[config.mk]
export PLATFORM = sky130hd
export DESIGN_NAME = ncs_sermul
export DESIGN_NICKNAME = d
export VERILOG_FILES = /design/src/rtl/ncs_sermul.sv
export SDC_FILE = /design/constraint.sdc
export NUM_CORES = 1
export LEC_CHECK = 0
export BUFFER_PORTS_ARGS = -buffer_cell sky130_fd_sc_hd__buf_2
export CORE_ASPECT_RATIO = 0.9
export CORE_MARGIN = 10
export CORE_UTILIZATION = 55
export DETAILED_ROUTE_END_ITERATION = 12
export GPL_TIMING_DRIVEN = 0
export PLACE_DENSITY_LB_ADDON = 0.12
export SYNTH_ARGS = -nofsm -noshare
export SYNTH_HDL_FRONTEND = slang
export SYNTH_SLANG_ARGS = --single-unit
[constraint.sdc]
create_clock -name clock -period 5.1 [get_ports clock]
set_input_delay 1.53 -clock clock [delete_from_list [all_inputs] [get_ports clock]]
set_output_delay 1.53 -clock clock [all_outputs]
set_load 0.005 [all_outputs]
[src/rtl/ncs_sermul.sv]
module ncs_sermul #(
   parameter int XW = 84,
   parameter int YW = 42
) (
   input  logic               clock,
   input  logic               reset,
   input  logic               start,
   input  logic [XW-1:0]      x,
   input  logic [YW-1:0]      y,
   output logic               done,
   output logic [XW+YW-1:0]   prod
);
   localparam int PW = XW + YW;
   localparam int NW = $clog2(YW + 1);

   logic [PW-1:0] x_ff, x_in, acc_ff, acc_in;
   logic [YW-1:0] y_ff, y_in;
   logic [NW-1:0] cnt_ff, cnt_in;
   logic          busy_ff, busy_in, done_ff, done_in;

   // shift-add, one multiplier bit per cycle
   always_comb begin
      x_in    = x_ff;
      y_in    = y_ff;
      acc_in  = acc_ff;
      cnt_in  = cnt_ff;
      busy_in = busy_ff;
      done_in = 1'b0;
      if (start) begin
         x_in    = PW'(x);
         y_in    = y;
         acc_in  = '0;
         cnt_in  = NW'(YW);
         busy_in = 1'b1;
      end else if (busy_ff) begin
         if (y_ff[0]) begin
            acc_in = acc_ff + x_ff;
         end
         x_in   = x_ff << 1;
         y_in   = y_ff >> 1;
         cnt_in = cnt_ff - 1'b1;
         if (cnt_ff == NW'(1)) begin
            busy_in = 1'b0;
            done_in = 1'b1;
         end
      end
   end

   always_ff @(posedge clock) begin
      if (reset) begin
         busy_ff <= 1'b0;
         done_ff <= 1'b0;
         cnt_ff  <= '0;
      end else begin
         busy_ff <= busy_in;
         done_ff <= done_in;
         cnt_ff  <= cnt_in;
      end
      x_ff   <= x_in;
      y_ff   <= y_in;
      acc_ff <= acc_in;
   end

   assign done = done_ff;
   assign prod = acc_ff;
endmodule

==> results.yml <==
logic_synthesis:
  async_reset_ff_share_pct: 0
  synth_top_area_share_pct: 19.47
  synth_area_leaders: "edfxtp_1 (19%), dfxtp_1 (18%), ha_1 (8.2%)"
  syn_inst: 2236
  synth_edf_count: 126
  yosysTopAreaCell: "edfxtp_1"
  ys_warn_count: 0
  syn_area_per_cell_um2: 8.690
  ys.flop_type: "dfxtp_1"
  netlist_area_um2: 19430
  synth_cell_types: 71
  synth_nets: 2493
  ys_seq_elements: 302
  seq_area_frac_synth_pct: 37.60
global_routing:
  antenna_found_initial: 0
  grt_pass1_vias: 17510
  grt_usage_pct: 28.72
  grt_start_max_net_pins: 59
  grt_pass1_wl_um: 99080
  grt_overflow: 0
setup_path:
  crit_type: "register to register"
  critPathMostFrequentCell: "clkbuf_1"
  crit_start: "x_ff[35]$_DFFE_PP_"
  timing.rr.end: "prod[118]$_SDFFE_PP0P_"
  regToRegStartpoint: "x_ff[35]$_DFFE_PP_"
  crit_path_top_delay_cell: "a2111oi_1"
  arrival_ns: 5.32
  r2r_slack_ns: 0.27
  worstSetupEndpointType: "register"
  worst-path-max-fanout: 8
  path_cells: "ha_1 > clkbuf_1 > and3_1 > clkbuf_1 > and3b_1 > nand2b_1 > nor2_1 > a2111oi_1 > a211oi_1 > o2111ai_1 > a21oi_1 > nor3_1 > o21ai_0 > a221o_1"
  crit_required_ns: 5.58
  r2r_cells: 14
  start_kind: "register"
  crit_path_max_incr_delay_ns: 0.73
  cp_num_buf_inv: 2
  crit_family: "compound AO/OA/AOI/OAI gates"
sta:
  rsz0062_at_grt: "false"
  timing_hold_violations_final: 0
  min_period_over_period_pct: 94.79
  maxSlewHeadroom_pct: 15.87
  fmax_ghz: 0.2068
  holdWs_ns: 0.4707
  setup_viol: 0
  fin_crit_ns: 4.834
  tns_ns: 0
  worst_pin_slew_ns: 1.262
  slew_violations: 0
  fin_skew_ns: 0.01110
place:
  placed_cell_area_um2: 21330
  post-place-cells: 2960
  dp_hpwl_um: 50860
  place_congestion: 1.013
  port-buffer-count: 253
run:
  drv_cap: 0
clock_network:
  htree_levels: 1
  post_cts_resized: 0
  root_buffer: "clkbuf_16"
  insertion_delay_ns: 0.60
  clock_sinks: 302
  cts_tree: "built"
  clkSlewWorstSetupHoldPaths_ns: 0.06
  post_cts_buffers: 0
  ctsHoldBuffers: 0
  cts_buffers: 31
  clk_path_buf_depth: 3
detailed_routing:
  wl_per_cell_um: 21.36
  vias_per_cell: 6.011
  ant_nets: 0
  route.detailed.drc: 0
  wl_um: 64460
  drt_pass1_iterations: 6
  drt_iter0_markers: 1509
  detailroute.via_count: 18140
hold_path:
  hold_path_class: "register to register"
  hp-start: "prod[39]$_SDFFE_PP0P_"
  whs_path_depth: 2
  hold_end: "prod[39]$_SDFFE_PP0P_"
power_and_ir_drop:
  ir_drop_v: 0.0002632
  p_per_area_nw_per_um2: 294.1
  leakage_nw: 9.282
  p_total_mw: 6.566
die:
  io_pins: 256
  die_width_um: 218.1
  placementRows: 65
  core_um2: 34970
  fp.dieH_um: 198.3
  initial_core_util_pct: 55.56
  die_area_um2: 43260
layout:
  synthToLayoutAreaGrowth_pct: 14.90
  antenna_cells: 0
  final_cells: 3018
  design_area_um2: 22330
  nets: 2781
  drive_gt1_share_pct: 17.42
outcome:
  outcome: "finished clean"
==> routing by layer <==
layer	GRT usage, %	share of wire [%]	up-vias	routed length [um]
li1	-	-	8706	-
met1	39.05	45	8654	28960
met2	45.10	44	665	28470
met3	6.011	7.8	115	5024
met4	8.299	3.1	0	2006
met5	0	0	-	0
==> logic make-up (layout without fill, tap and decap cells) <==
family                   count (synthesis)  count (layout)  synth area share (%)
AO/OA/AOI/OAI                          643             643                 19.86
XOR/XNOR                               119             119                 5.364
adder cells (fa/ha/maj)                128             128                 8.281
buffers and inverters                  155             468                 3.046
flip-flops                             302             302                 37.60
multiplexers                           168             168                 9.453
AND/OR/NAND/NOR                        721             721                 16.39
==> registers in the layout (all words and copies together) (netlist names) <==
register and cells:
x_ff 126, done 1, y_ff 42, busy_ff 1, prod 126, cnt_ff 6
==> metrics by stage <==
stage / utilization, % / setup slack, ns
final: 63.84 / 0.2655
after detailed placement: 61.01 / 0.5065
after global routing: 63.84 / 0.2000
after CTS: 63.84 / 0.4757
after floorplan: - / 0.8145
after global placement: 60.86 / -0.5456
==> worst min-delay path: stages, from the launching register on <==
cell and delay, ns:
dfxtp_1 0.32, nand2_1 0.06, a21oi_1 0.05
==> layout by cell type (no fill, tap or decap), types with 44 or more instances in the layout <==
cell | Yosys | routed
a21oi_1 | 258 | 258
xor2_1 | 55 | 55
a21o_1 | 48 | 48
mux2_2 | 124 | 124
clkbuf_1 | 103 | 112
o21ai_0 | 175 | 175
edfxtp_1 | 126 | 126
dfxtp_1 | 176 | 176
nand2_1 | 328 | 328
buf_2 | 5 | 258
nor2_1 | 191 | 191
nand4_1 | 61 | 61
ha_1 | 127 | 127
mux2i_1 | 44 | 44
xnor2_1 | 64 | 64
==> synth_stat cells (13+ instances only) <==
cell and n:
a21oi_1 258, nand3_1 23, xor2_1 55, dfxtp_1 176
edfxtp_1 126, mux2_2 124, o21bai_1 33, a21o_1 48
nand4_1 61, inv_1 37, nand2_1 328, o21a_1 13
clkbuf_1 103, o21ai_0 175, ha_1 127, a31oi_1 18
nor2_1 191, nor3_1 36, nand2b_1 14, xnor2_1 64
mux2i_1 44
==> how the worst max path moves through the flow <==
stage | depth (start not counted) | endpoint
finish | 14 | prod[118]$_SDFFE_PP0P_
global route | 12 | prod[123]$_SDFFE_PP0P_
CTS | 14 | prod[118]$_SDFFE_PP0P_
detailed placement | 14 | prod[118]$_SDFFE_PP0P_
global placement | 4 | x_ff[80]$_DFFE_PP_
floorplan | 4 | x_ff[0]$_SDFFCE_PN0P_
==> where the power goes <==
group | switching, mW | leakage (nW) | internal [mW]
registers | 0.115 | 2.69 | 2.72
logic | 0.922 | 6.10 | 0.554
clock network | 0.979 | 0.486 | 1.28
total | 2.02 | 9.28 | 4.55
==> area by class of cell <==
class	count	area, um2
Fill cell	3033	12640
Sequential cell	302	7307
Buffer	118	452.9
Clock buffer	43	862.1
Timing Repair Buffer	255	1314
Inverter	37	138.9
Multi-Input combinational cell	1779	11530
Clock inverter	15	130.1
Tap cell	469	586.8
No activity file was read; power rests on OpenSTA's default activity.
