`config.mk`:
```
export PLATFORM = sky130hd
export DESIGN_NAME = ncs_mac
export DESIGN_NICKNAME = d
export VERILOG_FILES = /design/src/rtl/ncs_pkg.sv /design/src/rtl/ncs_mac.sv
export SDC_FILE = /design/constraint.sdc
export NUM_CORES = 1
export LEC_CHECK = 0
export ABC_AREA = 1
export BUFFER_PORTS_ARGS = -buffer_cell sky130_fd_sc_hd__buf_2
export CAP_MARGIN = 20
export CORE_AREA = 5 5 230 232
export CTS_CLUSTER_DIAMETER = 100
export DETAILED_ROUTE_END_ITERATION = 8
export DIE_AREA = 0 0 235 237
export GPL_ROUTABILITY_DRIVEN = 1
export HOLD_SLACK_MARGIN = 0.02
export PLACE_DENSITY_LB_ADDON = 0.1
export SYNTH_ARGS = -nofsm -noshare
export SYNTH_HDL_FRONTEND = slang
export SYNTH_SLANG_ARGS = --single-unit
```
`constraint.sdc`:
```
create_clock -name clock -period 18.7 [get_ports clock]
set_input_delay 2.805 -clock clock [delete_from_list [all_inputs] [get_ports clock]]
set_output_delay 2.805 -clock clock [all_outputs]
set_load 0.005 [all_outputs]
```
`src/rtl/ncs_pkg.sv`:
```
package ncs_pkg;

   localparam int HISTORY_DEPTH_DEF  = 8192;
   localparam int TEMPLATE_DEPTH_DEF = 2048;
   localparam int SAMPLE_BITS_DEF    = 16;

   localparam int ACTION_W   = 2;
   localparam int INDEX_W    = 13;
   localparam int POS_W      = 13;
   localparam int OVERLAP_W  = 12;
   localparam int RANGE_W    = 11;
   localparam int FRAME_W    = 12;
   localparam int CSR_IDX_W  = 2;
   localparam int CSR_DATA_W = 12;
   localparam int SEARCH_STEP = 4;

   localparam logic [OVERLAP_W-1:0] OVERLAP_RST = 12'd512;
   localparam logic [RANGE_W-1:0]   RANGE_RST   = 11'd512;
   localparam logic [FRAME_W-1:0]   FRAME_RST   = 12'd1024;

   typedef enum logic [ACTION_W-1:0] {
      ACT_TMPL = 2'd0,
      ACT_HIST = 2'd1,
      ACT_SRCH = 2'd2,
      ACT_NONE = 2'd3
   } action_type;

   typedef enum logic [CSR_IDX_W-1:0] {
      REG_OVERLAP = 2'd0,
      REG_RANGE   = 2'd1,
      REG_FRAME   = 2'd2,
      REG_NONE    = 2'd3
   } reg_index_type;

   typedef enum logic [2:0] {
      MAC_HOLD,
      MAC_CLR,
      MAC_AB,
      MAC_AA,
      MAC_BB
   } mac_op_type;

   typedef enum logic [3:0] {
      ST_IDLE,
      ST_SETUP,
      ST_POS,
      ST_RD,
      ST_MAB,
      ST_MAA,
      ST_MBB,
      ST_EVAL,
      ST_SQ0,
      ST_SQ1,
      ST_MA0,
      ST_MA1,
      ST_MB0,
      ST_MB1,
      ST_DECIDE,
      ST_DONE
   } state_type;

endpackage

```
`src/rtl/ncs_mac.sv`:
```
module ncs_mac #(
   parameter int SAMPLE_BITS = ncs_pkg::SAMPLE_BITS_DEF,
   parameter int CW          = 2 * ncs_pkg::SAMPLE_BITS_DEF + 11,
   parameter int EW          = 2 * ncs_pkg::SAMPLE_BITS_DEF + 10
) (
   input  logic                          clock,
   input  logic                          reset,
   input  ncs_pkg::mac_op_type           op,
   input  logic signed [SAMPLE_BITS-1:0] a,
   input  logic signed [SAMPLE_BITS-1:0] b,
   output logic signed [CW-1:0]          c,
   output logic [EW-1:0]                 e1,
   output logic [EW-1:0]                 e2
);
   import ncs_pkg::*;

   logic signed [SAMPLE_BITS-1:0]   opx, opy;
   logic signed [2*SAMPLE_BITS-1:0] prod;
   logic signed [CW-1:0]            c_ff, c_in;
   logic [EW-1:0]                   e1_ff, e1_in, e2_ff, e2_in;

   // single multiplier, operand pair picked by phase
   always_comb begin
      opx = a;
      opy = b;
      unique case (op)
         MAC_AA: begin
            opx = a;
            opy = a;
         end
         MAC_BB: begin
            opx = b;
            opy = b;
         end
         default: begin
            opx = a;
            opy = b;
         end
      endcase
      prod  = opx * opy;
      c_in  = c_ff;
      e1_in = e1_ff;
      e2_in = e2_ff;
      unique case (op)
         MAC_CLR: begin
            c_in  = '0;
            e1_in = '0;
            e2_in = '0;
         end
         MAC_AB:  c_in  = c_ff + CW'(prod);
         MAC_AA:  e1_in = e1_ff + EW'(unsigned'(prod));
         MAC_BB:  e2_in = e2_ff + EW'(unsigned'(prod));
         default: ;
      endcase
   end

   always_ff @(posedge clock) begin
      if (reset) begin
         c_ff  <= '0;
         e1_ff <= '0;
         e2_ff <= '0;
      end else begin
         c_ff  <= c_in;
         e1_ff <= e1_in;
         e2_ff <= e2_in;
      end
   end

   assign c  = c_ff;
   assign e1 = e1_ff;
   assign e2 = e2_ff;
endmodule

```
==> metrics.txt <==
# TYPE chip_impl_metric gauge
chip_impl_info{name="status",value="completed"} 1
chip_impl_metric{name="synth_warn",unit=""} 0
chip_impl_metric{name="ctsHtreeMaxLevel",unit=""} 4
chip_impl_metric{name="final.min_clock_period",unit="ps"} 12760
chip_impl_metric{name="flow.area_growth_from_synthesis",unit="%"} 9.38
chip_impl_metric{name="totalNegativeSetupSlack",unit="ps"} 0
chip_impl_metric{name="final.period_utilization",unit="%"} 68.2
chip_impl_metric{name="overflow",unit=""} 0
chip_impl_metric{name="drc_viols",unit=""} 0
chip_impl_metric{name="critical_path.max_stage_delay",unit="ps"} 750
chip_impl_metric{name="antenna_violating_nets_post_route",unit=""} 0
chip_impl_info{name="timing.rr.start",value="e1[0]$_SDFFE_PP0P_"} 1
chip_impl_metric{name="post_cts.resized_instances",unit=""} 0
chip_impl_metric{name="numCtsBuffers",unit=""} 17
chip_impl_metric{name="setup_violations",unit=""} 0
chip_impl_metric{name="worst-r2r-setup-slack",unit="ps"} 15690
chip_impl_metric{name="layout.core_utilization",unit="%"} 48.6
chip_impl_metric{name="worst-endpoint-arrival",unit="ps"} 13170
chip_impl_metric{name="clock_latency_on_the_worst_skew_pair",unit="ps"} 500
chip_impl_metric{name="synth_enable_flop_cells",unit=""} 0
chip_impl_metric{name="yosysTopAreaCellShare",unit="%"} 23.5
chip_impl_info{name="tritoncts_clock_tree",value="done"} 1
chip_impl_metric{name="max_root_sink_buffers",unit=""} 2
chip_impl_metric{name="tightest_slew",unit="ps"} 1130
chip_impl_metric{name="cts.clk_slew.worst_paths",unit="ps"} 80
chip_impl_info{name="cp-end-kind",value="register"} 1
chip_impl_metric{name="post-dp-hpwl",unit="µm"} 69200
chip_impl_metric{name="slew-limit-headroom",unit="%"} 23.9
chip_impl_metric{name="cts_hold_repair_buffers",unit=""} 0
chip_impl_metric{name="synth.yosys.seq_area_share",unit="%"} 11.3
chip_impl_info{name="worstReg2RegEnd",value="e1[18]$_SDFFE_PP0P_"} 1
chip_impl_info{name="critical_path.most_common_cell",value="nand2_1"} 1
chip_impl_metric{name="grt_first_pass_wirelength",unit="µm"} 129000
chip_impl_metric{name="floorplan.initialDensity",unit="%"} 44.4
chip_impl_metric{name="post_route_cells_drive_above_1_share",unit="%"} 8.32
chip_impl_metric{name="synth-seq-cells",unit=""} 127
chip_impl_metric{name="maximum_number_of_pins_on_one_net_before_global_route_repair",unit=""} 73
chip_impl_metric{name="area_of_the_core_region",unit="µm²"} 50800
chip_impl_info{name="ys_top_cells_by_count",value="nand2_1 (800), inv_1 (610), nor2_1 (410)"} 1
chip_impl_metric{name="routed_wire_length",unit="µm"} 83100
chip_impl_metric{name="slew_viol_final",unit=""} 0
chip_impl_metric{name="post_drt_wl_per_cell",unit="µm"} 19.7
chip_impl_metric{name="final_hold_viol_count",unit=""} 0
chip_impl_metric{name="design.die.area",unit="µm²"} 55700
chip_impl_info{name="hold_path_endpoint",value="c[0]$_SDFFE_PP0P_"} 1
chip_impl_metric{name="io_buffers",unit=""} 163
chip_impl_metric{name="worst_ep_required_time",unit="ps"} 19110
chip_impl_info{name="synthDominantAreaCellType",value="fa_1"} 1
chip_impl_metric{name="cts.repair_timing.setup_buffer_count",unit=""} 0
chip_impl_info{name="synth.top_cells.by_area",value="fa_1 (24%), nand2_1 (13%), dfxtp_1 (11%), ha_1 (11%), inv_1 (10%)"} 1
chip_impl_metric{name="syn_area_per_cell",unit="µm²"} 6.66
chip_impl_info{name="setup_repair_after_global_routing_missed_its_margin",value="no"} 1
chip_impl_info{name="yosys_most_used_dff",value="dfxtp_1"} 1
chip_impl_metric{name="std_cell_rows",unit=""} 83
chip_impl_info{name="setup.worst_path.class",value="in2reg"} 1
chip_impl_metric{name="synthesis.area",unit="µm²"} 22600
chip_impl_metric{name="maxClockFrequency",unit="GHz"} 0.0784
chip_impl_metric{name="synth_fp_nets",unit=""} 3881
chip_impl_info{name="timing.critical_path.from_type",value="input pin"} 1
chip_impl_metric{name="die_w",unit="µm"} 235
chip_impl_metric{name="cp_max_fo",unit=""} 34
chip_impl_metric{name="initial_antenna_violation_count",unit=""} 1
chip_impl_metric{name="fin_nets",unit=""} 4016
chip_impl_metric{name="synth-async-reset-ratio",unit="%"} 0
chip_impl_metric{name="n_fill_cell",unit=""} 5334
chip_impl_metric{name="grt_util_overall",unit="%"} 29.4
chip_impl_metric{name="worstHoldPathCells",unit=""} 2
chip_impl_metric{name="reg2regPathDepth",unit=""} 13
chip_impl_info{name="timing.critical_path.slowest_stage_cell",value="nand2_1"} 1
chip_impl_info{name="min-delay-path-class",value="reg2reg"} 1
chip_impl_metric{name="skew",unit="ps"} 29.9
chip_impl_metric{name="drt_pass1_iterations",unit=""} 8
chip_impl_info{name="yosys.cell_count.top_type",value="nand2_1"} 1
chip_impl_info{name="holdCritStartpoint",value="c[0]$_SDFFE_PP0P_"} 1
chip_impl_metric{name="clkSinkCount",unit=""} 127
chip_impl_metric{name="overall_die_height",unit="µm"} 237
chip_impl_metric{name="initialDrtViolationCount",unit=""} 1704
chip_impl_metric{name="netlist-cell-type-count",unit=""} 54
chip_impl_info{name="clock-root-buffer",value="clkbuf_16"} 1
chip_impl_metric{name="drt-vias-per-instance",unit=""} 5.39
chip_impl_metric{name="grt_pass1_vias",unit=""} 22300
chip_impl_metric{name="synthCells",unit=""} 3385
chip_impl_metric{name="max_cap_viol_count",unit=""} 0
chip_impl_metric{name="ioPinCount",unit=""} 164
chip_impl_metric{name="place.gp.congestion",unit=""} 1.02
chip_impl_metric{name="via_count",unit=""} 22700
[area by class of cell]
class / count / area (µm²) / share of cell area [%]
multi-input combinational: 2555 / 17300 / 70.2
sequential: 127 / 2540 / 10.3
inverter: 635 / 2380 / 9.66
timing repair buffer: 184 / 983 / 3.99
tap: 680 / 851 / 3.45
clock buffer: 17 / 425 / 1.72
clock inverter: 15 / 166 / 0.674
antenna: 1 / 2.50 / 0.0101
[sequential cells by signal (all words and copies together), names as in the netlist]
register,count
e2,42
c,43
e1,42
[worst max-delay path, delay by kind of cell]
kind,cells,cell delay (ps)
AND/OR/NAND/NOR,13,2590
AO/OA/AOI/OAI,8,2240
adder cells (fa/ha/maj),8,4250
buffers and inverters,11,1260
[metal layers]
metal | vias up | global-route usage (%) | wire length (µm)
met5 | - | 0 | 0
met4 | 0 | 8.95 | 2490
li1 | 10900 | - | -
met3 | 122 | 5.11 | 5550
met1 | 10800 | 40.1 | 36900
met2 | 816 | 48.0 | 38200
[metrics by stage]
step / worst slack, ps / hold WS [ps] / instance area [µm²] / std cells
2_1_floorplan: 8480 / 474 / 22600 / 3385
3_3_place_gp: 5580 / 469 / 24100 / 4179
3_5_place_dp: 5490 / 478 / 24100 / 4180
4_1_cts: 5990 / 490 / 24700 / 4212
5_1_grt: 5140 / 505 / 24700 / 4213
6_report: 5940 / 487 / 24700 / 4214
[worst max-delay path by stage]
stage	startpoint	cells after the start	slack [ps]	endpoint
finish	op[0]	40	5940	c[35]$_SDFFE_PP0P_
global route	op[0]	40	5140	c[34]$_SDFFE_PP0P_
CTS	op[0]	40	5990	c[35]$_SDFFE_PP0P_
detailed placement	op[0]	40	5490	c[35]$_SDFFE_PP0P_
global placement	op[2]	40	5580	c[34]$_SDFFE_PP0P_
floorplan	op[1]	34	8480	c[41]$_SDFFE_PP0P_
[kinds of logic after synthesis]
logic type               share of synthesized area (%)
flip-flops                                        11.3
AO/OA/AOI/OAI                                     14.9
adder cells (fa/ha/maj)                           34.3
AND/OR/NAND/NOR                                   26.5
buffers and inverters                             12.0
XOR/XNOR                                          1.13
[layout by cell type (no fill, tap or decap), types with 3 or more instances in the layout]
master     instances
or2_2             10
nand2_2            8
nor3_1            32
inv_2             24
nand4_1           29
buf_2            162
inv_6              6
o21ai_1           19
nand2_1          800
nor4_1             4
xnor2_1           11
xor2_1            18
nor2_1           410
o21ai_2           22
o211ai_1           3
o21ai_0          154
fa_1             265
inv_1            610
a21oi_1          300
a22oi_1           12
nand3b_1           8
buf_4             21
a21boi_1           3
a21boi_0           5
clkbuf_16         17
a21o_1            26
or2_1              4
ha_1             194
o21bai_1          19
inv_8              4
o211ai_2           3
a31oi_1           19
dfxtp_1          127
nand3_1          153
Power is not shown: default switching activity piles up to over one toggle a cycle in this logic, so the estimate is an artifact.
